<file path="config.mk">
export PLATFORM = sky130hd
export DESIGN_NAME = scancode_to_console_char
export DESIGN_NICKNAME = d
export VERILOG_FILES = /design/src/sctc_pkg.sv /design/src/sctc_front.sv /design/src/sctc_queue.sv /design/src/sctc_back.sv /design/src/scancode_to_console_char.sv
export SDC_FILE = /design/constraint.sdc
export NUM_CORES = 1
export LEC_CHECK = 0
export BUFFER_PORTS_ARGS = -buffer_cell sky130_fd_sc_hd__buf_2
export CAP_MARGIN = 10
export CORE_ASPECT_RATIO = 1.1
export CORE_MARGIN = 10
export CORE_UTILIZATION = 45
export CTS_CLUSTER_DIAMETER = 50
export DETAILED_ROUTE_END_ITERATION = 6
export PLACE_DENSITY = 0.64
export SYNTH_ARGS = -nofsm -noshare
export SYNTH_HDL_FRONTEND = slang
export SYNTH_SLANG_ARGS = --single-unit
</file>
<file path="constraint.sdc">
create_clock -name clk -period 11.97 [get_ports clk]
set_input_delay 2.394 -clock clk [delete_from_list [all_inputs] [get_ports clk]]
set_output_delay 2.394 -clock clk [all_outputs]
set_load 0.01 [all_outputs]
</file>
<file path="src/sctc_pkg.sv">
`timescale 1ns / 1ps
// Package for the scan code to console character converter.
// Holds character constants, the queue entry type and the key map functions.
// No dependencies.
package sctc_pkg;

  localparam logic [7:0] KeyPrefix = 8'hE0;
  localparam logic [7:0] EscChar   = 8'd27;
  localparam logic [7:0] CsiChar   = 8'h5B;
  localparam logic [7:0] CrChar    = 8'h0D;
  localparam logic [7:0] LfChar    = 8'h0A;
  localparam logic [7:0] BsChar    = 8'h08;
  localparam logic [7:0] NoChar    = 8'h00;
  localparam logic [7:0] ScUp      = 8'h48;
  localparam logic [7:0] ScDown    = 8'h50;
  localparam logic [7:0] ScLeft    = 8'h4B;
  localparam logic [7:0] ScRight   = 8'h4D;

  localparam logic SrcKeyboard = 1'b0;
  localparam logic SrcSerial   = 1'b1;

  // Queue between classifier and character emitter.
  localparam int QueueDepth = 4;
  localparam int PtrWidth   = $clog2(QueueDepth);
  localparam int CountWidth = $clog2(QueueDepth + 1);

  // One classified beat: a single character, or an arrow key that expands
  // into ESC '[' letter.
  typedef struct packed {
    logic       arrow;
    logic [7:0] ch;
  } sctc_entry_t;

  // Queue status seen by the front and back parts.
  typedef struct packed {
    logic empty;
    logic full;
  } sctc_qstat_t;

  // Set 1 make code to character; NoChar when unmapped.
  function automatic logic [7:0] make_char(input logic [6:0] code);
    logic [7:0] c;
    c = NoChar;
    unique case (code)
      7'h02: c = "1";
      7'h03: c = "2";
      7'h04: c = "3";
      7'h05: c = "4";
      7'h06: c = "5";
      7'h07: c = "6";
      7'h08: c = "7";
      7'h09: c = "8";
      7'h0A: c = "9";
      7'h0B: c = "0";
      7'h0E: c = BsChar;
      7'h10: c = "q";
      7'h11: c = "w";
      7'h12: c = "e";
      7'h13: c = "r";
      7'h14: c = "t";
      7'h15: c = "y";
      7'h16: c = "u";
      7'h17: c = "i";
      7'h18: c = "o";
      7'h19: c = "p";
      7'h1C: c = LfChar;
      7'h1E: c = "a";
      7'h1F: c = "s";
      7'h20: c = "d";
      7'h21: c = "f";
      7'h22: c = "g";
      7'h23: c = "h";
      7'h24: c = "j";
      7'h25: c = "k";
      7'h26: c = "l";
      7'h2C: c = "z";
      7'h2D: c = "x";
      7'h2E: c = "c";
      7'h2F: c = "v";
      7'h30: c = "b";
      7'h31: c = "n";
      7'h32: c = "m";
      7'h39: c = " ";
      default: c = NoChar;
    endcase
    return c;
  endfunction

  // Arrow scan code to final letter of the escape sequence; NoChar otherwise.
  function automatic logic [7:0] arrow_letter(input logic [7:0] code);
    logic [7:0] c;
    c = NoChar;
    unique case (code)
      ScUp:    c = "A";
      ScDown:  c = "B";
      ScRight: c = "C";
      ScLeft:  c = "D";
      default: c = NoChar;
    endcase
    return c;
  endfunction

endpackage

</file>
<file path="src/sctc_front.sv">
`timescale 1ns / 1ps
// Front part: classifies each accepted byte and holds the extended prefix flag.
// Depends on sctc_pkg.
module sctc_front (
  input  logic               clk,
  input  logic               rst,
  input  logic               accept,
  input  logic               opcode,
  input  logic [7:0]         data_byte,
  output logic               enq,
  output sctc_pkg::sctc_entry_t enq_entry
);

  logic       extended_pending;
  logic       extended_pending_next;
  logic [7:0] letter;
  logic [7:0] mapped;

  always_comb begin
    letter                = sctc_pkg::arrow_letter(data_byte);
    mapped                = sctc_pkg::make_char(data_byte[6:0]);
    extended_pending_next = extended_pending;
    enq                   = 1'b0;
    enq_entry.arrow       = 1'b0;
    enq_entry.ch          = data_byte;
    if (opcode == sctc_pkg::SrcSerial) begin
      enq = accept;
      if (data_byte == sctc_pkg::CrChar) begin
        enq_entry.ch = sctc_pkg::LfChar;
      end
    end else if (data_byte == sctc_pkg::KeyPrefix) begin
      extended_pending_next = 1'b1;
    end else begin
      // Any other keyboard byte consumes the prefix.
      extended_pending_next = 1'b0;
      if (!data_byte[7]) begin
        if (letter != sctc_pkg::NoChar) begin
          enq             = accept & extended_pending;
          enq_entry.arrow = 1'b1;
          enq_entry.ch    = letter;
        end else begin
          enq          = accept & (mapped != sctc_pkg::NoChar);
          enq_entry.ch = mapped;
        end
      end
    end
  end

  always_ff @(posedge clk) begin
    if (rst) begin
      extended_pending <= 1'b0;
    end else if (accept) begin
      extended_pending <= extended_pending_next;
    end
  end

endmodule

</file>
<file path="src/sctc_queue.sv">
`timescale 1ns / 1ps
// Short queue of classified beats between the front and back parts.
// Depends on sctc_pkg.
module sctc_queue (
  input  logic                  clk,
  input  logic                  rst,
  input  logic                  enq,
  input  sctc_pkg::sctc_entry_t enq_entry,
  input  logic                  deq,
  output sctc_pkg::sctc_entry_t head,
  output sctc_pkg::sctc_qstat_t stat
);

  sctc_pkg::sctc_entry_t                 slots [sctc_pkg::QueueDepth];
  logic [sctc_pkg::PtrWidth-1:0]         wr_ptr;
  logic [sctc_pkg::PtrWidth-1:0]         rd_ptr;
  logic [sctc_pkg::CountWidth-1:0]       count;
  logic                                  do_enq;
  logic                                  do_deq;

  assign stat.empty = (count == '0);
  assign stat.full  = (count == sctc_pkg::CountWidth'(sctc_pkg::QueueDepth));
  assign head       = slots[rd_ptr];
  assign do_enq     = enq & ~stat.full;
  assign do_deq     = deq & ~stat.empty;

  always_ff @(posedge clk) begin
    if (do_enq) begin
      slots[wr_ptr] <= enq_entry;
    end
  end

  always_ff @(posedge clk) begin
    if (rst) begin
      wr_ptr <= '0;
      rd_ptr <= '0;
      count  <= '0;
    end else begin
      if (do_enq) begin
        wr_ptr <= wr_ptr + 1'b1;
      end
      if (do_deq) begin
        rd_ptr <= rd_ptr + 1'b1;
      end
      if (do_enq && !do_deq) begin
        count <= count + 1'b1;
      end else if (do_deq && !do_enq) begin
        count <= count - 1'b1;
      end
    end
  end

endmodule

</file>
<file path="src/sctc_back.sv">
`timescale 1ns / 1ps
// Back part: expands queued beats into console characters in an output register.
// Depends on sctc_pkg.
module sctc_back (
  input  logic                  clk,
  input  logic                  rst,
  input  sctc_pkg::sctc_entry_t head,
  input  sctc_pkg::sctc_qstat_t qstat,
  output logic                  deq,
  input  logic                  pop,
  output logic                  empty,
  output logic [7:0]            out_char,
  output logic                  last_of_run
);

  logic       out_valid;
  logic       advance;
  logic       pend;        // arrow sequence in progress
  logic       phase;       // 0: '[' next, 1: letter next
  logic [7:0] letter;

  assign empty   = ~out_valid;
  assign advance = ~out_valid | pop;
  assign deq     = advance & ~pend & ~qstat.empty;

  always_ff @(posedge clk) begin
    if (rst) begin
      out_valid <= 1'b0;
      pend      <= 1'b0;
    end else if (advance) begin
      if (pend) begin
        out_valid <= 1'b1;
        if (phase) begin
          pend <= 1'b0;
        end
      end else if (!qstat.empty) begin
        out_valid <= 1'b1;
        pend      <= head.arrow;
      end else begin
        out_valid <= 1'b0;
      end
    end
  end

  // Payload and sequence position.
  always_ff @(posedge clk) begin
    if (advance) begin
      if (pend) begin
        if (phase) begin
          out_char    <= letter;
          last_of_run <= 1'b1;
        end else begin
          out_char    <= sctc_pkg::CsiChar;
          last_of_run <= 1'b0;
          phase       <= 1'b1;
        end
      end else if (!qstat.empty) begin
        letter <= head.ch;
        phase  <= 1'b0;
        if (head.arrow) begin
          out_char    <= sctc_pkg::EscChar;
          last_of_run <= 1'b0;
        end else begin
          out_char    <= head.ch;
          last_of_run <= 1'b1;
        end
      end
    end
  end

endmodule

</file>
<file path="src/scancode_to_console_char.sv">
`timescale 1ns / 1ps
// Top level of the scan code to console character converter.
// Depends on sctc_pkg, sctc_front, sctc_queue and sctc_back.
//
// Usage:
//   Input channel: drive opcode (0 keyboard scan code, 1 serial byte) and
//   data_byte, raise push; the beat is taken at an edge with push high and
//   full low. full rises only when the internal four-entry queue is full.
//   Result channel: while empty is low, out_char and last_of_run show the
//   oldest character; it is taken at an edge with pop high.
//   A byte yields zero, one or three characters; last_of_run marks the
//   final one of each run. Bytes that yield nothing only update the
//   extended prefix flag.
//   Path: a byte is written into the queue at the edge that takes it and
//   moves from there into the output register when the path is free.
//   Throughput: one byte per cycle in while full is low, one character
//   per cycle out while pop is high; an arrow key occupies the output
//   register for three characters, so the emitter bounds the sustained rate.
//   Reset (rst, synchronous) clears the prefix flag, the queue and the
//   output register. When the receiver holds pop low, the result stays
//   put, the queue fills, and full then holds off further input.
module scancode_to_console_char (
  input  logic       clk,
  input  logic       rst,
  input  logic       push,
  output logic       full,
  input  logic       opcode,
  input  logic [7:0] data_byte,
  output logic       empty,
  input  logic       pop,
  output logic [7:0] out_char,
  output logic       last_of_run
);

  logic                  accept;
  logic                  enq;
  logic                  deq;
  sctc_pkg::sctc_entry_t enq_entry;
  sctc_pkg::sctc_entry_t head;
  sctc_pkg::sctc_qstat_t qstat;

  // Take a beat whenever the queue has room; classification is combinational.
  assign full   = qstat.full;
  assign accept = push & ~qstat.full;

  sctc_front u_front (
    .clk       (clk),
    .rst       (rst),
    .accept    (accept),
    .opcode    (opcode),
    .data_byte (data_byte),
    .enq       (enq),
    .enq_entry (enq_entry)
  );

  // Decouple classification from expansion so each side stalls on its own.
  sctc_queue u_queue (
    .clk       (clk),
    .rst       (rst),
    .enq       (enq),
    .enq_entry (enq_entry),
    .deq       (deq),
    .head      (head),
    .stat      (qstat)
  );

  // Expand arrow keys into ESC '[' letter; advance one character each time the output register is free or popped.
  sctc_back u_back (
    .clk         (clk),
    .rst         (rst),
    .head        (head),
    .qstat       (qstat),
    .deq         (deq),
    .pop         (pop),
    .empty       (empty),
    .out_char    (out_char),
    .last_of_run (last_of_run)
  );

endmodule
</file>
======== Yosys cells after proc, flatten, opt, wreduce, memory -nomap -nowiden ========
Memories as Yosys holds them, arrays and structs flattened. A register that Yosys moved wholly into a read port is not among the register bits.
Cells that the tools add are included.
W data, S select, Z words.
storage, ports and cells
  register bits ........................... 28
  latch bits .............................. 0
  bits in writable memories ............... 36
  ROM bits ................................ 448
  input port bits ......................... 13
  output and inout bits ................... 11
  logic and storage cells ................. 82
  memories kept ........................... 2
memories
  name             depth  width  rd ports  clocked after memory_dff  wr ports  line              RTL
  (no name shown)  64     7      1         0                         0         sctc_pkg.sv:44    unique case (code)
  u_queue.slots    4      9      1         1                         1         sctc_queue.sv:14  sctc_pkg::sctc_entry_t slots [sctc_pkg::QueueDepth];
cells by class
  add/sub/neg operators ................... 4
  multiply operators ...................... 0
  divide/modulo/power cells ............... 0
  $lt $le $gt $ge ......................... 0
  eq/ne operators ......................... 8
  shift-type cells ........................ 0
  multiplexer cells ....................... 34
  bitwise logic cells ..................... 13
  reductions and logical operators ........ 11
operators with widths
  operator               count
  $mux W8                8
  $eq A8 B7 Y1 const B   4
  $pmux W7 S4            1
  $mux W1                19
  $mux W9                2
  $reduce_bool A8 Y1     2
  $eq A8 B4 Y1 const B   1
  $eq A8 B8 Y1 const B   1
  $and A1 B1 Y1          7
  $mux W3                2
  $not A1 Y1             5
  $add A2 B1 Y2 const B  2
  $mux W2                2
  $reduce_and A2 Y1      2
  $add A3 B1 Y3 const B  1
  $eq A3 B3 Y1 const B   1
  $logic_not A3 Y1       1
  $reduce_and A3 Y1      1
  $sub A3 B1 Y3 const B  1
  $logic_and A1 B1 Y1    2
  $logic_not A1 Y1       2
  $ne A2 B2 Y1 const B   1
  $reduce_bool A2 Y1     1
  $or A1 B1 Y1           1

======== Depth between registers and ports, before layout ========
  word-level depth ........................ 13
  gate-level depth with buffers ........... 16

======== Modules after synthesis ========
From an unflattened synthesis, not the netlist that was laid out.
unflattened totals
  cell total of the unflattened synthesis .. 290
  area total of the unflattened synthesis .. 3,568.4 um^2
by module, submodules not included
  module                    times used  cells an instance  area each (um^2)
  sctc_queue                1           95                 1,762.9
  sctc_front                1           147                1,031.0
  sctc_back                 1           47                 760.7
  scancode_to_console_char  1           1                  13.8

======== Worst setup path after synthesis ========
No wires, ideal clock.
  path type ............................... input -> register
  start point ............................. in data_byte[1]
  end point ............................... reg u_queue.count[2] (netlist name)
  library setup time ...................... 0.071 ns
  arrival time ............................ 5.385 ns
  slack ................................... 6.514 ns
  stages .................................. 13
  path through ............................ inv_1 ha_1 mux2_1 and3_1 o311a_1 or4_4 o41a_4 ha_1 inv_1 fa_1 xor2_1 or3_1 a21oi_1
between the ends
  word-level cells in the longest chain between the ends .. 12
ends and longest elaborated chain
  element                              line                            RTL
  start: declaration                   scancode_to_console_char.sv:28  input logic [7:0] data_byte,
  $mem_v2 Z64 W7                       --
  $mux W8                              sctc_pkg.sv:44
  $reduce_bool A8 Y1                   sctc_front.sv:42                enq = accept & (mapped != sctc_pkg::NoChar);
  $and A1 B1 Y1                        sctc_front.sv:42
  $mux W1                              sctc_front.sv:37                if (letter != sctc_pkg::NoChar) begin
  $mux W1                              sctc_front.sv:36                if (!data_byte[7]) begin
  $mux W1 (*)                          sctc_front.sv:31                end else if (data_byte == sctc_pkg::KeyPrefix) begin
  $mux W1 (*)                          sctc_front.sv:26                if (opcode == sctc_pkg::SrcSerial) begin
  $and A1 B1 Y1 (*)                    sctc_queue.sv:24                assign do_enq = enq & ~stat.full;
  named net u_queue.do_enq             sctc_queue.sv:18                logic do_enq;
  $logic_not A1 Y1                     sctc_queue.sv:47                end else if (do_deq && !do_enq) begin
  $logic_and A1 B1 Y1                  sctc_queue.sv:47
  $reduce_bool A2 Y1 (no source line)  --
  end signal: assignment               sctc_queue.sv:46                count <= count + 1'b1;
  end signal: assignment               sctc_queue.sv:48                count <= count - 1'b1;
  end: declaration                     sctc_queue.sv:17                logic [sctc_pkg::CountWidth-1:0] count;
Mark *: on every way through the listed nets, which the timed path passes. The rest lies on a longest branch.
A chain may end at the register's enable or synchronous reset.

======== Final worst setup path ========
Ends and elaborated chain as after synthesis.

==> reports/qor.yml <==
area_delta_synth_final_pct: 10.5
drv_slew: 0
syn_nets: 317
core_sq_um: 7470
fp-row-count: 33
yosysWarnings: 0
die_h_um: 112
syn_area_per_cell_sq_um: 12.1
numCtsBuffers: 9
drt_iter0_drc: 216
yosys.area_share.simple_pct: 12.6
cts.sinks: 66
drive_gt1_share_pct: 19.0
cts_tree: "built"
hold_violations: 0
cts_setup_buffers: 0
dr.pass1.iters: 4
route.detailed.drc: 0
setup_viol: 0
power_density_nw_per_um2: 187
setup_tns_ps: 0
die_area_sq_um: 11600
fmax_mhz: 179
period_share_pct: 46.7
diodes: 0
wl_per_cell_um: 16.8
grt_max_degree: 35
ys_seq_area_share_pct: 53.6
reg2reg_slack_ps: 9430
io_pins: 24
min_to: "u_queue.wr_ptr[1]"
ir_drop_mv: 0.0607
yosys.area_share.adder_pct: 6.34
worstHoldStart: "u_queue.wr_ptr[1]"
cts_resized: 0
ant_nets: 0
path_class: "in2reg"
insertion_delay_ps: 340
period_needed_ps: 5590
htreeDepth: 3
rsz0062_at_grt: "false"
worst_setup_path_start_kind: "primary input"
hp-class: "reg2reg"
syn_inst: 287
synth-compound-area-share_pct: 13.7
synth-seq-cells: 66
synth_cell_type_count: 55
tightest_slew_ps: 781
cp.required_ps: 12240
grt_pass1_wl_um: 11700
synth_ff_type: "edfxtp_1"
gp_congestion: 0.955
port_buffers: 23
hold_path_depth: 2
slew_headroom_pct: 47.8
grt_overflow: 0
clk_pin_slew_ps: 70
r2r_end: "u_queue.count[2]"
dp_hpwl_um: 5030
fin_worst_skew_ps: 12.2
p_leak_uw: 0.00142
root_buffer: "clkbuf_8"
synthMuxAreaShare_pct: 8.96
cts.path.max_buffers: 2
track_usage_pct: 12.4
antenna_found_initial: 0
synth_area_sq_um: 3480
rr_startpoint: "u_queue.count[0]"
worstRegToRegCells: 11
arrival_ps: 5850
synth_top_family_by_area: "compound AO/OA/AOI/OAI gates"
maxCapViolCount: 0
die_x_um: 104
fin_nets: 336
end_kind: "register"
vias: 2305
num-fill-cells: 661
grt_pass1_vias: 2335
vias_per_cell: 5.54
final_core_util_pct: 51.4
initial_core_util_pct: 46.5
synth-async-reset-ratio_pct: 0
wl_um: 6990
synth_xor_xnor_area_share_pct: 1.01
path_max_fanout: 10
postCtsHoldBufs: 0
synth-edff-count: 54
status: "finished, final reports clean"
## routing by layer
| metal | part of all wire [%] | vias up | global-route usage [%] |
|---|---|---|---|
| met4 | 2.6 | 0 | 6.96 |
| met3 | 4.1 | 13 | 3.78 |
| met2 | 51 | 57 | 20.7 |
| met1 | 43 | 1107 | 13.9 |
| li1 | - | 1128 | - |
| met5 | 0 | - | 0 |
## sequential cells by signal, indices dropped and copies added, names as in the netlist, named ones only
| signal | cells |
|---|---|
| u_queue.wr_ptr | 2 |
| u_back.phase | 1 |
| u_front.extended_pending | 1 |
| u_queue.count | 3 |
| u_back.last_of_run | 1 |
| u_back.pend | 1 |
| u_queue.slots | 36 |
| u_back.out_char | 8 |
| u_queue.rd_ptr | 2 |
| u_back.letter | 8 |
| u_back.out_valid | 1 |
## worst max-delay path, stage by stage
cell	delay [ps]
buf_2	180
inv_1	170
ha_1	390
mux2_1	310
and3_1	180
o311a_1	300
or4_4	480
o41a_4	410
ha_1	220
inv_1	80
fa_1	190
xor2_1	70
or3_1	300
a21oi_1	150
## power by group
| group | switching (uW) | internal, uW |
|---|---|---|
| registers | 29.5 | 320 |
| logic | 107 | 85.5 |
| clock network | 78.2 | 99.6 |
| total | 215 | 505 |
## synthesized netlist by cell type (6+ instances only)
master,number,share of area [%]
nor2b_1,7,1.3
clkbuf_1,8,0.86
nor3_1,6,0.86
mux4_2,9,5.8
dfxtp_1,12,6.9
a21oi_1,15,2.2
o21ai_0,11,1.6
mux2i_1,6,1.7
o22a_1,6,1.5
edfxtp_1,54,47
nor2_1,27,2.9
nand2_1,19,2.1
ha_1,16,5.8
inv_1,14,1.5
## worst max-delay path by stage
stage / to / slack [ps] / from
after floorplan: u_queue.count[2] / 6510 / data_byte[1]
final: u_queue.count[2] / 6380 / data_byte[1]
after detailed placement: u_queue.count[2] / 6060 / data_byte[1]
after CTS: u_queue.count[2] / 6400 / data_byte[1]
after global routing: u_queue.count[2] / 6110 / data_byte[2]
after global placement: u_queue.count[2] / 6130 / data_byte[1]
## area by class of cell
class	count	area (sq um)	area share, %
inverters	14	52.6	1.37
well taps	105	131	3.42
flip-flops and latches	66	1860	48.5
clock inverters	1	6.26	0.163
multi-input cells	191	1480	38.5
repair buffers	24	123	3.19
clock buffers	15	188	4.88
## layout by cell type (no fill, tap or decap), drive strengths merged, types with 3 or more instances in the layout
master and count:
o22a 6, nand2 19, a21oi 15, clkbuf 15
dfxtp 12, mux2 4, o21ai 11, nor2 28
o311a 3, mux4 9, a311oi 4, buf 24
and2 4, a32o 3, nand2b 5, nor3 7
inv 15, edfxtp 54, ha 16, mux2i 6
nor2b 7, xor2 3, a31oi 4, and3 3
## stage by stage
stage                     instances  setup slack (ps)  hold slack, ps  power [uW]  instance area, sq um
after floorplan                 287              6510             406         491                  3480
after global placement          400              6130             503         546                  3650
after detailed placement        400              6060             509         550                  3650
after CTS                       416              6400             518         730                  3840
after global routing            416              6110             542         767                  3840
final                           416              6380             510         720                  3840
## logic make-up after synthesis
group | after synthesis
compound gates | 65
fa+ha+maj | 17
xor+xnor | 4
flops | 66
buf+inv | 30
simple gates | 86
mux | 19
(Power assumes the default switching activity.)
